`config.mk`:
```
export PLATFORM = sky130hd
export DESIGN_NAME = tensor_element_to_float32_unit
export DESIGN_NICKNAME = d
export VERILOG_FILES = /design/src/rtl/core/te2f_pkg.sv /design/src/rtl/core/tensor_element_to_float32_unit.sv
export SDC_FILE = /design/constraint.sdc
export NUM_CORES = 1
export LEC_CHECK = 0
export ABC_CLOCK_PERIOD_IN_PS = 26100
export BUFFER_PORTS_ARGS = -buffer_cell sky130_fd_sc_hd__buf_2
export CORE_AREA = 3 3 294 238
export DETAILED_ROUTE_END_ITERATION = 12
export DIE_AREA = 0 0 297 241
export PLACE_DENSITY = 0.6
export SLEW_MARGIN = 20
export SYNTH_ARGS = -nofsm -noshare
export SYNTH_HDL_FRONTEND = slang
export SYNTH_SLANG_ARGS = --single-unit
```
`constraint.sdc`:
```
create_clock -name clk -period 26.1 [get_ports clk]
set_input_delay 1.305 -clock clk [delete_from_list [all_inputs] [get_ports clk]]
set_output_delay 1.305 -clock clk [all_outputs]
set_load 0.01 [all_outputs]
```
`src/rtl/core/te2f_pkg.sv`:
```
package te2f_pkg;

	typedef enum logic [3:0] {
		SRC_F32  = 4'd0,
		SRC_F16  = 4'd1,
		SRC_BF16 = 4'd2,
		SRC_F64  = 4'd3,
		SRC_I64  = 4'd4,
		SRC_I32  = 4'd5,
		SRC_I16  = 4'd6,
		SRC_I8   = 4'd7,
		SRC_U8   = 4'd8,
		SRC_BOOL = 4'd9,
		SRC_U16  = 4'd10,
		SRC_U32  = 4'd11,
		SRC_U64  = 4'd12
	} src_type_t;

	localparam logic [31:0] F32_INF   = 32'h7F80_0000;
	localparam logic [31:0] F32_ONE   = 32'h3F80_0000;
	localparam logic [31:0] F32_QNAN  = 32'h7FC0_0000;
	localparam int          EXP_W     = 12;

	typedef logic signed [EXP_W-1:0] exp_t;

endpackage

```
`src/rtl/core/tensor_element_to_float32_unit.sv`:
```
// Converts a stream of tensor elements of one configured source type into IEEE 754 binary32
// bit patterns, one element per clock cycle when the output is not stalled. The source type
// is held in a 4-bit register written through the cfg channel; the user writes it only while
// the stream is idle, as the block does not enforce this (codes: 0 F32, 1 F16, 2 BF16, 3 F64,
// 4..7 I64/I32/I16/I8, 8 U8, 9 BOOL, 10 U16, 11 U32, 12 U64; other codes give zero). Each
// element passes through a five-stage pipeline (decode, leading-one search, shift amount,
// alignment shift, round and pack), and its result is presented on m_tdata from the output
// register of the last stage. The pipeline moves as a whole: s_tready follows the output
// side, and a stall holds every stage in place.
module tensor_element_to_float32_unit (
	input  logic        clk,
	input  logic        arst_n,
	// Configuration write channel: source type code.
	input  logic        cfg_valid,
	output logic        cfg_ready,
	input  logic [3:0]  cfg_data,
	// Input stream. tdata: [63:0] raw_bits.
	input  logic        s_tvalid,
	output logic        s_tready,
	input  logic [63:0] s_tdata,
	input  logic        s_tlast,   // last_in
	// Output stream. tdata: [31:0] result_bits.
	output logic        m_tvalid,
	input  logic        m_tready,
	output logic [31:0] m_tdata,
	output logic        m_tlast    // last_out
);
	import te2f_pkg::*;

	logic [3:0] src_q;
	logic       adv;

	// The configuration register is always ready to take a write.
	assign cfg_ready = 1'b1;

	always_ff @(posedge clk or negedge arst_n) begin
		if (!arst_n) begin
			src_q <= SRC_F32;
		end else if (cfg_valid) begin
			src_q <= cfg_data;
		end
	end

	// The whole pipeline advances whenever the output register is free or being drained.
	assign adv      = !m_tvalid || m_tready;
	assign s_tready = adv;

	// ------------------------------------------------------------------
	// Stage 1: decode into either a finished pattern or sign, significand, exponent.
	// ------------------------------------------------------------------
	logic        dir_c;
	logic [31:0] res_c;
	logic        sgn_c;
	logic [63:0] sig_c;
	exp_t        exp_c;

	logic [63:0] ext_c;
	logic        neg_c;

	always_comb begin
		dir_c = 1'b1;
		res_c = 32'd0;
		sgn_c = 1'b0;
		sig_c = 64'd0;
		exp_c = '0;
		ext_c = 64'd0;
		neg_c = 1'b0;
		unique case (src_q)
			SRC_F32: res_c = s_tdata[31:0];
			SRC_BF16: res_c = {s_tdata[15:0], 16'd0};
			SRC_BOOL: res_c = (s_tdata[7:0] != 8'd0) ? F32_ONE : 32'd0;
			SRC_F16: begin
				sgn_c = s_tdata[15];
				if (s_tdata[14:10] == 5'h1F) begin
					res_c = {s_tdata[15], 31'd0} | F32_INF | {9'd0, s_tdata[9:0], 13'd0};
				end else if (s_tdata[14:0] == 15'd0) begin
					res_c = {s_tdata[15], 31'd0};
				end else if (s_tdata[14:10] == 5'd0) begin
					// Subnormal half: man * 2^-24, normalized later by the packer.
					dir_c = 1'b0;
					sig_c = {54'd0, s_tdata[9:0]};
					exp_c = -exp_t'(24);
				end else begin
					dir_c = 1'b0;
					sig_c = {53'd0, 1'b1, s_tdata[9:0]};
					exp_c = exp_t'({7'd0, s_tdata[14:10]}) - exp_t'(25);
				end
			end
			SRC_F64: begin
				sgn_c = s_tdata[63];
				if (s_tdata[62:52] == 11'h7FF) begin
					if (s_tdata[51:0] == 52'd0) begin
						res_c = {s_tdata[63], 31'd0} | F32_INF;
					end else begin
						res_c = {s_tdata[63], 31'd0} | F32_QNAN | {9'd0, s_tdata[51:29]};
					end
				end else if (s_tdata[62:0] == 63'd0) begin
					res_c = {s_tdata[63], 31'd0};
				end else if (s_tdata[62:52] == 11'd0) begin
					dir_c = 1'b0;
					sig_c = {12'd0, s_tdata[51:0]};
					exp_c = -exp_t'(1074);
				end else begin
					dir_c = 1'b0;
					sig_c = {11'd0, 1'b1, s_tdata[51:0]};
					exp_c = exp_t'({1'b0, s_tdata[62:52]}) - exp_t'(1075);
				end
			end
			SRC_I64, SRC_I32, SRC_I16, SRC_I8,
			SRC_U8, SRC_U16, SRC_U32, SRC_U64: begin
				unique case (src_q)
					SRC_I64: ext_c = s_tdata;
					SRC_I32: ext_c = {{32{s_tdata[31]}}, s_tdata[31:0]};
					SRC_I16: ext_c = {{48{s_tdata[15]}}, s_tdata[15:0]};
					SRC_I8:  ext_c = {{56{s_tdata[7]}}, s_tdata[7:0]};
					SRC_U8:  ext_c = {56'd0, s_tdata[7:0]};
					SRC_U16: ext_c = {48'd0, s_tdata[15:0]};
					SRC_U32: ext_c = {32'd0, s_tdata[31:0]};
					default: ext_c = s_tdata;
				endcase
				neg_c = ext_c[63] && (src_q == SRC_I64 || src_q == SRC_I32 ||
					src_q == SRC_I16 || src_q == SRC_I8);
				sgn_c = neg_c;
				sig_c = neg_c ? (64'd0 - ext_c) : ext_c;
				// Integer zero always gives +0.0.
				dir_c = (sig_c == 64'd0);
			end
			default: res_c = 32'd0;
		endcase
	end

	logic        v_s1, dir_s1, sgn_s1, last_s1;
	logic [31:0] res_s1;
	logic [63:0] sig_s1;
	exp_t        exp_s1;

	always_ff @(posedge clk or negedge arst_n) begin
		if (!arst_n) begin
			v_s1 <= 1'b0;
		end else if (adv) begin
			v_s1 <= s_tvalid;
		end
	end

	always_ff @(posedge clk) begin
		if (adv) begin
			dir_s1  <= dir_c;
			res_s1  <= res_c;
			sgn_s1  <= sgn_c;
			sig_s1  <= sig_c;
			exp_s1  <= exp_c;
			last_s1 <= s_tlast;
		end
	end

	// ------------------------------------------------------------------
	// Stage 2: position of the leading one.
	// ------------------------------------------------------------------
	logic [5:0] msb_c;

	always_comb begin
		msb_c = 6'd0;
		for (int i = 0; i < 64; i++) begin
			if (sig_s1[i]) begin
				msb_c = 6'(i);
			end
		end
	end

	logic        v_s2, dir_s2, sgn_s2, last_s2;
	logic [31:0] res_s2;
	logic [63:0] sig_s2;
	exp_t        exp_s2;
	logic [5:0]  msb_s2;

	always_ff @(posedge clk or negedge arst_n) begin
		if (!arst_n) begin
			v_s2 <= 1'b0;
		end else if (adv) begin
			v_s2 <= v_s1;
		end
	end

	always_ff @(posedge clk) begin
		if (adv) begin
			dir_s2  <= dir_s1;
			res_s2  <= res_s1;
			sgn_s2  <= sgn_s1;
			sig_s2  <= sig_s1;
			exp_s2  <= exp_s1;
			msb_s2  <= msb_c;
			last_s2 <= last_s1;
		end
	end

	// ------------------------------------------------------------------
	// Stage 3: shift amount. It is the larger of what normalization needs and what the
	// subnormal floor needs; the biased exponent of the lowest kept bit follows from it.
	// ------------------------------------------------------------------
	exp_t sn_c, sf_c, sh_c, bias_c;

	always_comb begin
		sn_c   = exp_t'({6'd0, msb_s2}) - exp_t'(23);
		sf_c   = -exp_t'(149) - exp_s2;
		sh_c   = (sf_c > sn_c) ? sf_c : sn_c;
		bias_c = exp_s2 + sh_c + exp_t'(149);
	end

	logic        v_s3, dir_s3, sgn_s3, last_s3;
	logic [31:0] res_s3;
	logic [63:0] sig_s3;
	exp_t        sh_s3, bias_s3;

	always_ff @(posedge clk or negedge arst_n) begin
		if (!arst_n) begin
			v_s3 <= 1'b0;
		end else if (adv) begin
			v_s3 <= v_s2;
		end
	end

	always_ff @(posedge clk) begin
		if (adv) begin
			dir_s3  <= dir_s2;
			res_s3  <= res_s2;
			sgn_s3  <= sgn_s2;
			sig_s3  <= sig_s2;
			sh_s3   <= sh_c;
			bias_s3 <= bias_c;
			last_s3 <= last_s2;
		end
	end

	// ------------------------------------------------------------------
	// Stage 4: alignment shift with guard and sticky bits.
	// ------------------------------------------------------------------
	logic [23:0] q_c;
	logic        rnd_c, stk_c, zero_c;
	logic [6:0]  rsh_c;
	logic [63:0] qw_c;
	exp_t        lsh_c;

	always_comb begin
		q_c    = 24'd0;
		rnd_c  = 1'b0;
		stk_c  = 1'b0;
		zero_c = 1'b0;
		rsh_c  = 7'd0;
		qw_c   = 64'd0;
		lsh_c  = -sh_s3;
		if (sh_s3 <= exp_t'(0)) begin
			qw_c = sig_s3 << lsh_c[4:0];
			q_c  = qw_c[23:0];
		end else if (sh_s3 > exp_t'(64)) begin
			// Everything lies below half of the smallest subnormal.
			zero_c = 1'b1;
		end else begin
			rsh_c = sh_s3[6:0] - 7'd1;
			qw_c  = (sig_s3 >> rsh_c[5:0]) >> 1;
			q_c   = qw_c[23:0];
			rnd_c = sig_s3[rsh_c[5:0]];
			stk_c = (sig_s3 & ~({64{1'b1}} << rsh_c[5:0])) != 64'd0;
		end
	end

	logic        v_s4, dir_s4, sgn_s4, last_s4, rnd_s4, stk_s4, zero_s4;
	logic [31:0] res_s4;
	logic [23:0] q_s4;
	exp_t        bias_s4;

	always_ff @(posedge clk or negedge arst_n) begin
		if (!arst_n) begin
			v_s4 <= 1'b0;
		end else if (adv) begin
			v_s4 <= v_s3;
		end
	end

	always_ff @(posedge clk) begin
		if (adv) begin
			dir_s4  <= dir_s3;
			res_s4  <= res_s3;
			sgn_s4  <= sgn_s3;
			q_s4    <= q_c;
			rnd_s4  <= rnd_c;
			stk_s4  <= stk_c;
			zero_s4 <= zero_c;
			bias_s4 <= bias_s3;
			last_s4 <= last_s3;
		end
	end

	// ------------------------------------------------------------------
	// Stage 5: round to nearest even, pack, saturate to infinity. This is the output register.
	// ------------------------------------------------------------------
	logic [24:0] m_c;
	logic [35:0] fld_c;
	logic [31:0] out_c;

	always_comb begin
		m_c   = {1'b0, q_s4} + {24'd0, rnd_s4 && (stk_s4 || q_s4[0])};
		// A carry out of the significand bumps the exponent through the add.
		fld_c = {1'b0, bias_s4, 23'd0} + {11'd0, m_c};
		if (dir_s4) begin
			out_c = res_s4;
		end else if (zero_s4) begin
			out_c = {sgn_s4, 31'd0};
		end else if (fld_c >= {4'd0, F32_INF}) begin
			out_c = {sgn_s4, 31'd0} | F32_INF;
		end else begin
			out_c = {sgn_s4, fld_c[30:0]};
		end
	end

	always_ff @(posedge clk or negedge arst_n) begin
		if (!arst_n) begin
			m_tvalid <= 1'b0;
		end else if (adv) begin
			m_tvalid <= v_s4;
		end
	end

	always_ff @(posedge clk) begin
		if (adv) begin
			m_tdata <= out_c;
			m_tlast <= last_s4;
		end
	end

endmodule

```
==> results of run 1 <==
metal layers:
layer	vias to the layer above	part of all wire (%)
li1	9575	-
met1	10600	43
met5	-	0.076
met3	177	11
met2	1262	43
met4	10	3.2
logic make-up after synthesis:
family          Yosys count  synth area share, %
simple gates            827                 14.6
xor+xnor                100                 3.33
compound gates          695                 17.1
fa+ha+maj                52                 2.45
other cells               1               0.0140
flops                   467                 52.2
buf+inv                 229                 3.39
mux                     119                 6.87
area by class of cell:
type	instances	area share, %
clock inverters	31	0.902
clock buffers	55	4.13
well taps	913	3.85
repair buffers	141	2.70
multi-input cells	1794	40.4
flip-flops and latches	467	47.1
diodes	5	0.0421
inverters	66	0.860
power by group through the flow:
stage / clock network, uW / registers (uW) / logic [uW]
after floorplan: 0 / 1500 / 1470
after global placement: 0 / 1530 / 2000
after detailed placement: 0 / 1550 / 2030
after CTS: 664 / 1530 / 2030
after global routing: 695 / 1570 / 2260
final: 647 / 1540 / 2060
state kept, by name, indices dropped and copies added (netlist names), 4 cells and up:
name,count
bias_s3,12
bias_s4,12
exp_s1,12
exp_s2,12
m_tdata,32
msb_s2,6
q_s4,24
res_s1,32
res_s2,32
res_s3,32
res_s4,32
sh_s3,12
sig_s1,64
sig_s2,64
sig_s3,64
src_q,4
Yosys cell counts, drive strengths merged, types with 19 or more instances:
master  instances  area share (%)
edfxtp        458              51
clkbuf        117             1.6
a21oi         160             3.0
or4            19            0.53
nor2b          19            0.44
a21o           21            0.59
nand4          20            0.47
nor3           50            0.95
o21ai         179             3.4
a31oi          23            0.54
xnor2          55             1.8
nand2         323             4.5
o31ai          20            0.58
o22ai          42             1.0
nor4           43             1.1
buf            46            0.83
ha             50             2.3
a22o           32             1.0
mux2i          51             1.9
nand3          41            0.77
a211oi         46             1.3
nor2          215             3.0
mux4           50             4.2
xor2           45             1.5
inv            65            0.91
cells in the final DEF, fill, tap and decap left out, types with 18 or more instances in the layout:
cell,n
o31ai_1,19
nor4_1,39
nand4_1,20
inv_1,64
ha_1,48
edfxtp_1,458
nor2_1,215
nand3_1,41
a211oi_1,46
buf_4,32
o22ai_1,41
a22oi_1,18
clkbuf_16,48
nor3_1,48
o21ai_1,20
a21o_1,21
o21ai_0,156
xnor2_1,51
xor2_1,42
mux2i_1,51
a21oi_1,157
or4_1,19
mux4_2,50
nand2_1,323
nor2b_1,18
a31oi_1,23
buf_2,108
a22o_1,32
critical path: stages:
cell and delay, ps:
buf_2 180, inv_1 120, ha_1 340, nor3b_1 340, nand3_1 200, or4_1 670, nor4bb_1 560, nand3_1 380
o21ai_4 760, nand2_1 280, o21ai_0 780, nor2_1 100
path summary, 6_finish.rpt:
kind | start | to | slack (ps) | cells past startpoint
max | s_tdata[0] | sig_s1[0] | 20360 | 12
min | sig_s2[62] | sig_s3[62] | 410 | 0
max reg2reg | exp_s2[2] | bias_s3[11] | 20580 | 24
min reg2reg | sig_s2[62] | sig_s3[62] | 410 | 0
max in group asynchronous | arst_n | m_tvalid | 25340 | 1
min in group asynchronous | arst_n | src_q[0] | 580 | 1
metrics by stage:
step	hold slack (ps)	utilization (%)	cell area [sq um]	cells
after global routing	418	44.2	29700	3468
final	410	44.2	29700	3472
after floorplan	400	-	26800	2490
after CTS	412	44.2	29700	3467
after global placement	401	41.9	28200	3381
after detailed placement	405	41.9	28200	3381
==> results.sh, run 1 <==
export IMPL_status="finished, final reports clean"
export IMPL_p_leak_uw=0.0109
export IMPL_netlist_area_sq_um=26800
export IMPL_clock_latency_ps=580
export IMPL_clock_sinks=467
export IMPL_fp_dieH_um=241
export IMPL_post_cts_setup_buffers=0
export IMPL_use_met2_pct=36.1
export IMPL_antenna_found_initial=11
export IMPL_clkPwrFrac_pct=15.2
export IMPL_die_w_um=297
export IMPL_place_gp_congestion=1.06
export IMPL_syn_to_final_growth_pct=10.9
export IMPL_peakVddDrop_mv=0.0787
export IMPL_post_drt_wl_per_cell_um=25.8
export IMPL_clockBufferDepth=3
export IMPL_cts_buffers=46
export IMPL_cts_resized=0
export IMPL_grt_busiest_layer="met2"
export IMPL_min_period_over_period_pct=22.0
export IMPL_max_cap_violations=0
export IMPL_syn_instance_count=2490
export IMPL_ctsHoldBuffers=0
export IMPL_dp_slack_ps=19940
export IMPL_total_power_uw=4250
export IMPL_async_reset_ff_share_pct=1.93
export IMPL_grt_ovfl_total=0
export IMPL_cp_required_ps=26390
export IMPL_regArea_sq_um=14000
export IMPL_postRouteAntennaNets=0
export IMPL_crit_type="in -> reg"
export IMPL_path_clk_slew_ps=60
export IMPL_switching_power_uw=1830
export IMPL_max_freq_mhz=174
export IMPL_rows=85
export IMPL_multi_input_area_sq_um=12000
export IMPL_synth_seq_cells=467
export IMPL_start_util_pct=39.8
export IMPL_io_buffers=108
export IMPL_fin_crit_ps=5740
export IMPL_nNetsFinal=2641
export IMPL_fill_cells=6315
export IMPL_htreeDepth=2
export IMPL_grt_pass1_wl_um=131000
export IMPL_drc_errors=0
export IMPL_synth_area_per_cell_sq_um=10.8
export IMPL_routed_wl_um=89600
export IMPL_core_sq_um=67200
export IMPL_cp_start_kind="input pin"
export IMPL_viasPerCell=6.23
export IMPL_seq_area_frac_synth_pct=52.2
export IMPL_p_int_uw=2420
export IMPL_p_comb_share_pct=48.5
export IMPL_hold_class="reg -> reg"
export IMPL_setup_viol=0
export IMPL_ys_flop_type="edfxtp_1"
export IMPL_cts_root_buf="clkbuf_16"
export IMPL_crit_path_end_kind="register"
export IMPL_seq_power_share_pct=36.2
export IMPL_slew_limit_headroom_pct=31.4
export IMPL_via_count=21600
export IMPL_skew_ps=11.5
export IMPL_cts_tree="yes"
export IMPL_io_pins=110
export IMPL_drt_iter0_drc=2994
export IMPL_grt_max_degree=186
export IMPL_yosys_warnings=0
export IMPL_p_per_area_nw_per_um2=143
export IMPL_grt_setup_unrepaired="no"
export IMPL_hold_viol=0
export IMPL_dp_hpwl_um=66900
export IMPL_syn_nets=2615
export IMPL_die_area_sq_um=71600
export IMPL_worst_pin_slew_ps=1030
export IMPL_drive_gt1_share_pct=12.8
export IMPL_grt_pass1_vias=19900
export IMPL_synth_distinct_cells=107
export IMPL_synth_edf_count=458
export IMPL_fin_ws_ps=20360
export IMPL_tns_ps=0
export IMPL_grt_usage_pct=24.3
export IMPL_worstPathArrival_ps=6030
export IMPL_switching_share_pct=43.0
export IMPL_drv_slew=0
export IMPL_grtUsageMet1_pct=34.8
export IMPL_use_met3_pct=6.12
export IMPL_dr_pass1_iters=7
export IMPL_crit_fanout=22
Note: power is estimated with default switching activity, not from simulation.
==> run 2, diff against run 1 <==
Settings changed: ABC_AREA set to 1, ABC_CLOCK_PERIOD_IN_PS 26100 to 4800, CORE_AREA 3 3 294 238 to 3 3 290 235, DIE_AREA 0 0 297 241 to 0 0 293 238, PLACE_DENSITY 0.6 to 0.62.
Clock period 26.1 ns to 4.8 ns, I/O delays scaled along.
==> results.sh, run 2 <==
export IMPL_grt_pass1_wl_um=118000
export IMPL_place_area_sq_um=28200
export IMPL_final_cell_mix="nand2_1, edfxtp_1, inv_1, o21ai_0, nor2_1"
export IMPL_critPathBufInv=2
export IMPL_clock_sinks=467
export IMPL_tns_ps=0
export IMPL_synth_distinct_cells=69
export IMPL_synth_top_cell_area_share_pct=52.9
export IMPL_rows=84
export IMPL_max_freq_mhz=212
export IMPL_htreeDepth=2
export IMPL_fin_crit_ps=4720
export IMPL_reg2reg_setup_slack_ps=80
export IMPL_worst_pin_slew_ps=991
export IMPL_yosysMostFrequentCell="nand2_1"
export IMPL_fill_cells=6288
export IMPL_crit_path_end_kind="register"
export IMPL_seq_area_frac_synth_pct=53.7
export IMPL_io_buffers=108
export IMPL_grt_usage_pct=22.0
export IMPL_cp_required_ps=5150
export IMPL_reg_top3="sig_s1 (64), sig_s2 (64), sig_s3 (64)"
export IMPL_min_period_over_period_pct=98.3
export IMPL_cp_start_kind="register"
export IMPL_drc_errors=0
export IMPL_p_leak_uw=0.0126
export IMPL_place_gp_congestion=0.990
export IMPL_max_cap_violations=0
export IMPL_crit_family="adder cells"
export IMPL_die_area_sq_um=69700
export IMPL_start_util_pct=39.7
export IMPL_synth_edf_count=458
export IMPL_synth_seq_cells=467
export IMPL_hold_viol=0
export IMPL_nNetsFinal=3173
export IMPL_yosysTopAreaCell="edfxtp_1"
export IMPL_setup_viol=0
export IMPL_syn_instance_count=2850
export IMPL_path_clk_slew_ps=60
export IMPL_drive_gt1_share_pct=13.5
export IMPL_grt_setup_unrepaired="yes"
export IMPL_skew_ps=43.4
export IMPL_reg2reg_from="exp_s2[3]"
export IMPL_via_count=21100
export IMPL_synthTopCellsByCount="nand2_1, edfxtp_1, inv_1, o21ai_0, nor2_1"
export IMPL_fp_dieH_um=238
export IMPL_async_reset_ff_share_pct=1.93
export IMPL_dp_cells=3831
export IMPL_hold_class="in -> reg"
export IMPL_routed_wl_um=78700
export IMPL_clockBufferDepth=3
export IMPL_slew_limit_headroom_pct=33.7
export IMPL_io_pins=110
export IMPL_dp_hpwl_um=61000
export IMPL_antenna_cells=0
export IMPL_post_drt_wl_per_cell_um=20.0
export IMPL_syn_nets=2975
export IMPL_r2r_end="bias_s3[11]"
export IMPL_final_common_cell="nand2_1"
export IMPL_die_w_um=293
export IMPL_crit_start="exp_s2[3]"
export IMPL_crit_end="bias_s3[11]"
export IMPL_cts_root_buf="clkbuf_16"
export IMPL_finalNonFillerCells=3942
export IMPL_synth_area_per_cell_sq_um=9.13
export IMPL_cts_buffers=46
export IMPL_ff2ff_path_depth=28
export IMPL_stdcell_area_sq_um=30100
export IMPL_postRouteAntennaNets=0
export IMPL_synth_area_top_cells="edfxtp_1, nand2_1, o21ai_0"
export IMPL_grt_ovfl_total=0
export IMPL_fin_util_pct=46.0
export IMPL_grt_pass1_vias=19300
export IMPL_cts_tree="yes"
export IMPL_core_sq_um=65500
export IMPL_worstPathArrival_ps=5060
export IMPL_yosys_warnings=0
export IMPL_peakVddDrop_mv=0.549
export IMPL_p_per_area_nw_per_um2=778
export IMPL_netlist_area_sq_um=26000
export IMPL_dr_pass1_iters=5
export IMPL_crit_fanout=5
export IMPL_drt_iter0_drc=2229
export IMPL_viasPerCell=5.35
export IMPL_grt_max_degree=136
export IMPL_crit_type="reg -> reg"
export IMPL_syn_to_final_growth_pct=15.9
export IMPL_max_stage_delay_ps=430
export IMPL_clock_latency_ps=610
export IMPL_status="finished, final reports clean"
export IMPL_crit_top_cell="nor2_1"
export IMPL_cp_slowest_cell="edfxtp_1"
export IMPL_antenna_found_initial=0
export IMPL_drv_slew=0
export IMPL_crit_cells=28
export IMPL_ys_flop_type="edfxtp_1"
==> run 2: changes by cell type in the layout (fill, tap and decap cells not counted), sizes merged, moves of 32 or more <==
cell and change:
o21ai +184, buf +104, mux4 -50, xnor2 -32, a211oi -39, a21oi -32
nand2 +234, o22ai +40, inv +337, xor2 +35
==> run 2: report_power, final <==
group          internal (uW)  total, uW  leakage, uW  switching [uW]
logic                   4050      12100      0.00694            8070
clock network           1970       3510     0.000711            1540
registers               6880       7820      0.00493             933
==> run 2: what timing repair did <==
item / CTS / global route
cloned: 0 / 0
pin swaps: 1 / 26
hold buffers: 17 / 0
setup buffers: 0 / 12
hold endpoints to repair: 15 / 0
resized for setup: 8 / 52
endpoints found under the setup margin: 2 / 37
==> run 2: how the worst min path moves through the flow <==
stage                from    endpoint  slack (ps)  cells past startpoint
2_1_floorplan      arst_n    m_tvalid         -60                      0
3_3_place_gp       arst_n    src_q[3]         100                      1
3_5_place_dp       arst_n    src_q[3]         110                      1
4_1_cts        s_tdata[9]  res_s1[22]          30                      3
5_1_grt        s_tdata[9]  res_s1[22]          40                      3
6_report       s_tdata[9]  res_s1[22]          80                      3
==> run 2: layout make-up <==
class	instances	area, sq um	share of cell area (%)
sequential	467	14000	46.4
clock inverter	28	256	0.851
inverter	404	1520	5.06
clock buffer	54	1200	3.99
timing repair buffer	262	1790	5.95
tap	860	1080	3.57
multi-input combinational	1867	10300	34.2
==> run 2: per-layer routing <==
metal	global-route usage, %	part of all wire [%]	vias to the layer above
met5	0	0	-
met4	8.02	3.8	0
met3	3.15	7.5	140
met2	32.1	42	933
met1	33.3	47	9781
li1	-	-	10300
==> run 2: kinds of logic after synthesis <==
logic type,after synthesis,synth area share (%)
xor+xnor,103,3.47
compound gates,679,14.8
simple gates,986,16.1
other cells,1,0.0144
flops,467,53.7
fa+ha+maj,51,2.48
mux,47,1.83
buf+inv,516,7.57
==> run 2: worst register-to-register path, delay by kind of cell (launching register included) <==
kind                     cells  cell delay, ps
adder cells (fa/ha/maj)      5            1450
AND/OR/NAND/NOR             12            1050
AO/OA/AOI/OAI                5             720
XOR/XNOR                     4             650
flip-flops                   1             430
buffers and inverters        2             190
==> run 2: stage by stage <==
step / power [uW] / hold WS, ps / setup WS [ps]
floorplan: 15100 / -55.6 / 48.3
global placement: 19300 / 98.6 / -47.6
detailed placement: 19200 / 106 / -168
CTS: 22800 / 32.0 / 21.1
global route: 25200 / 35.3 / -280
finish: 23500 / 76.6 / 83.5
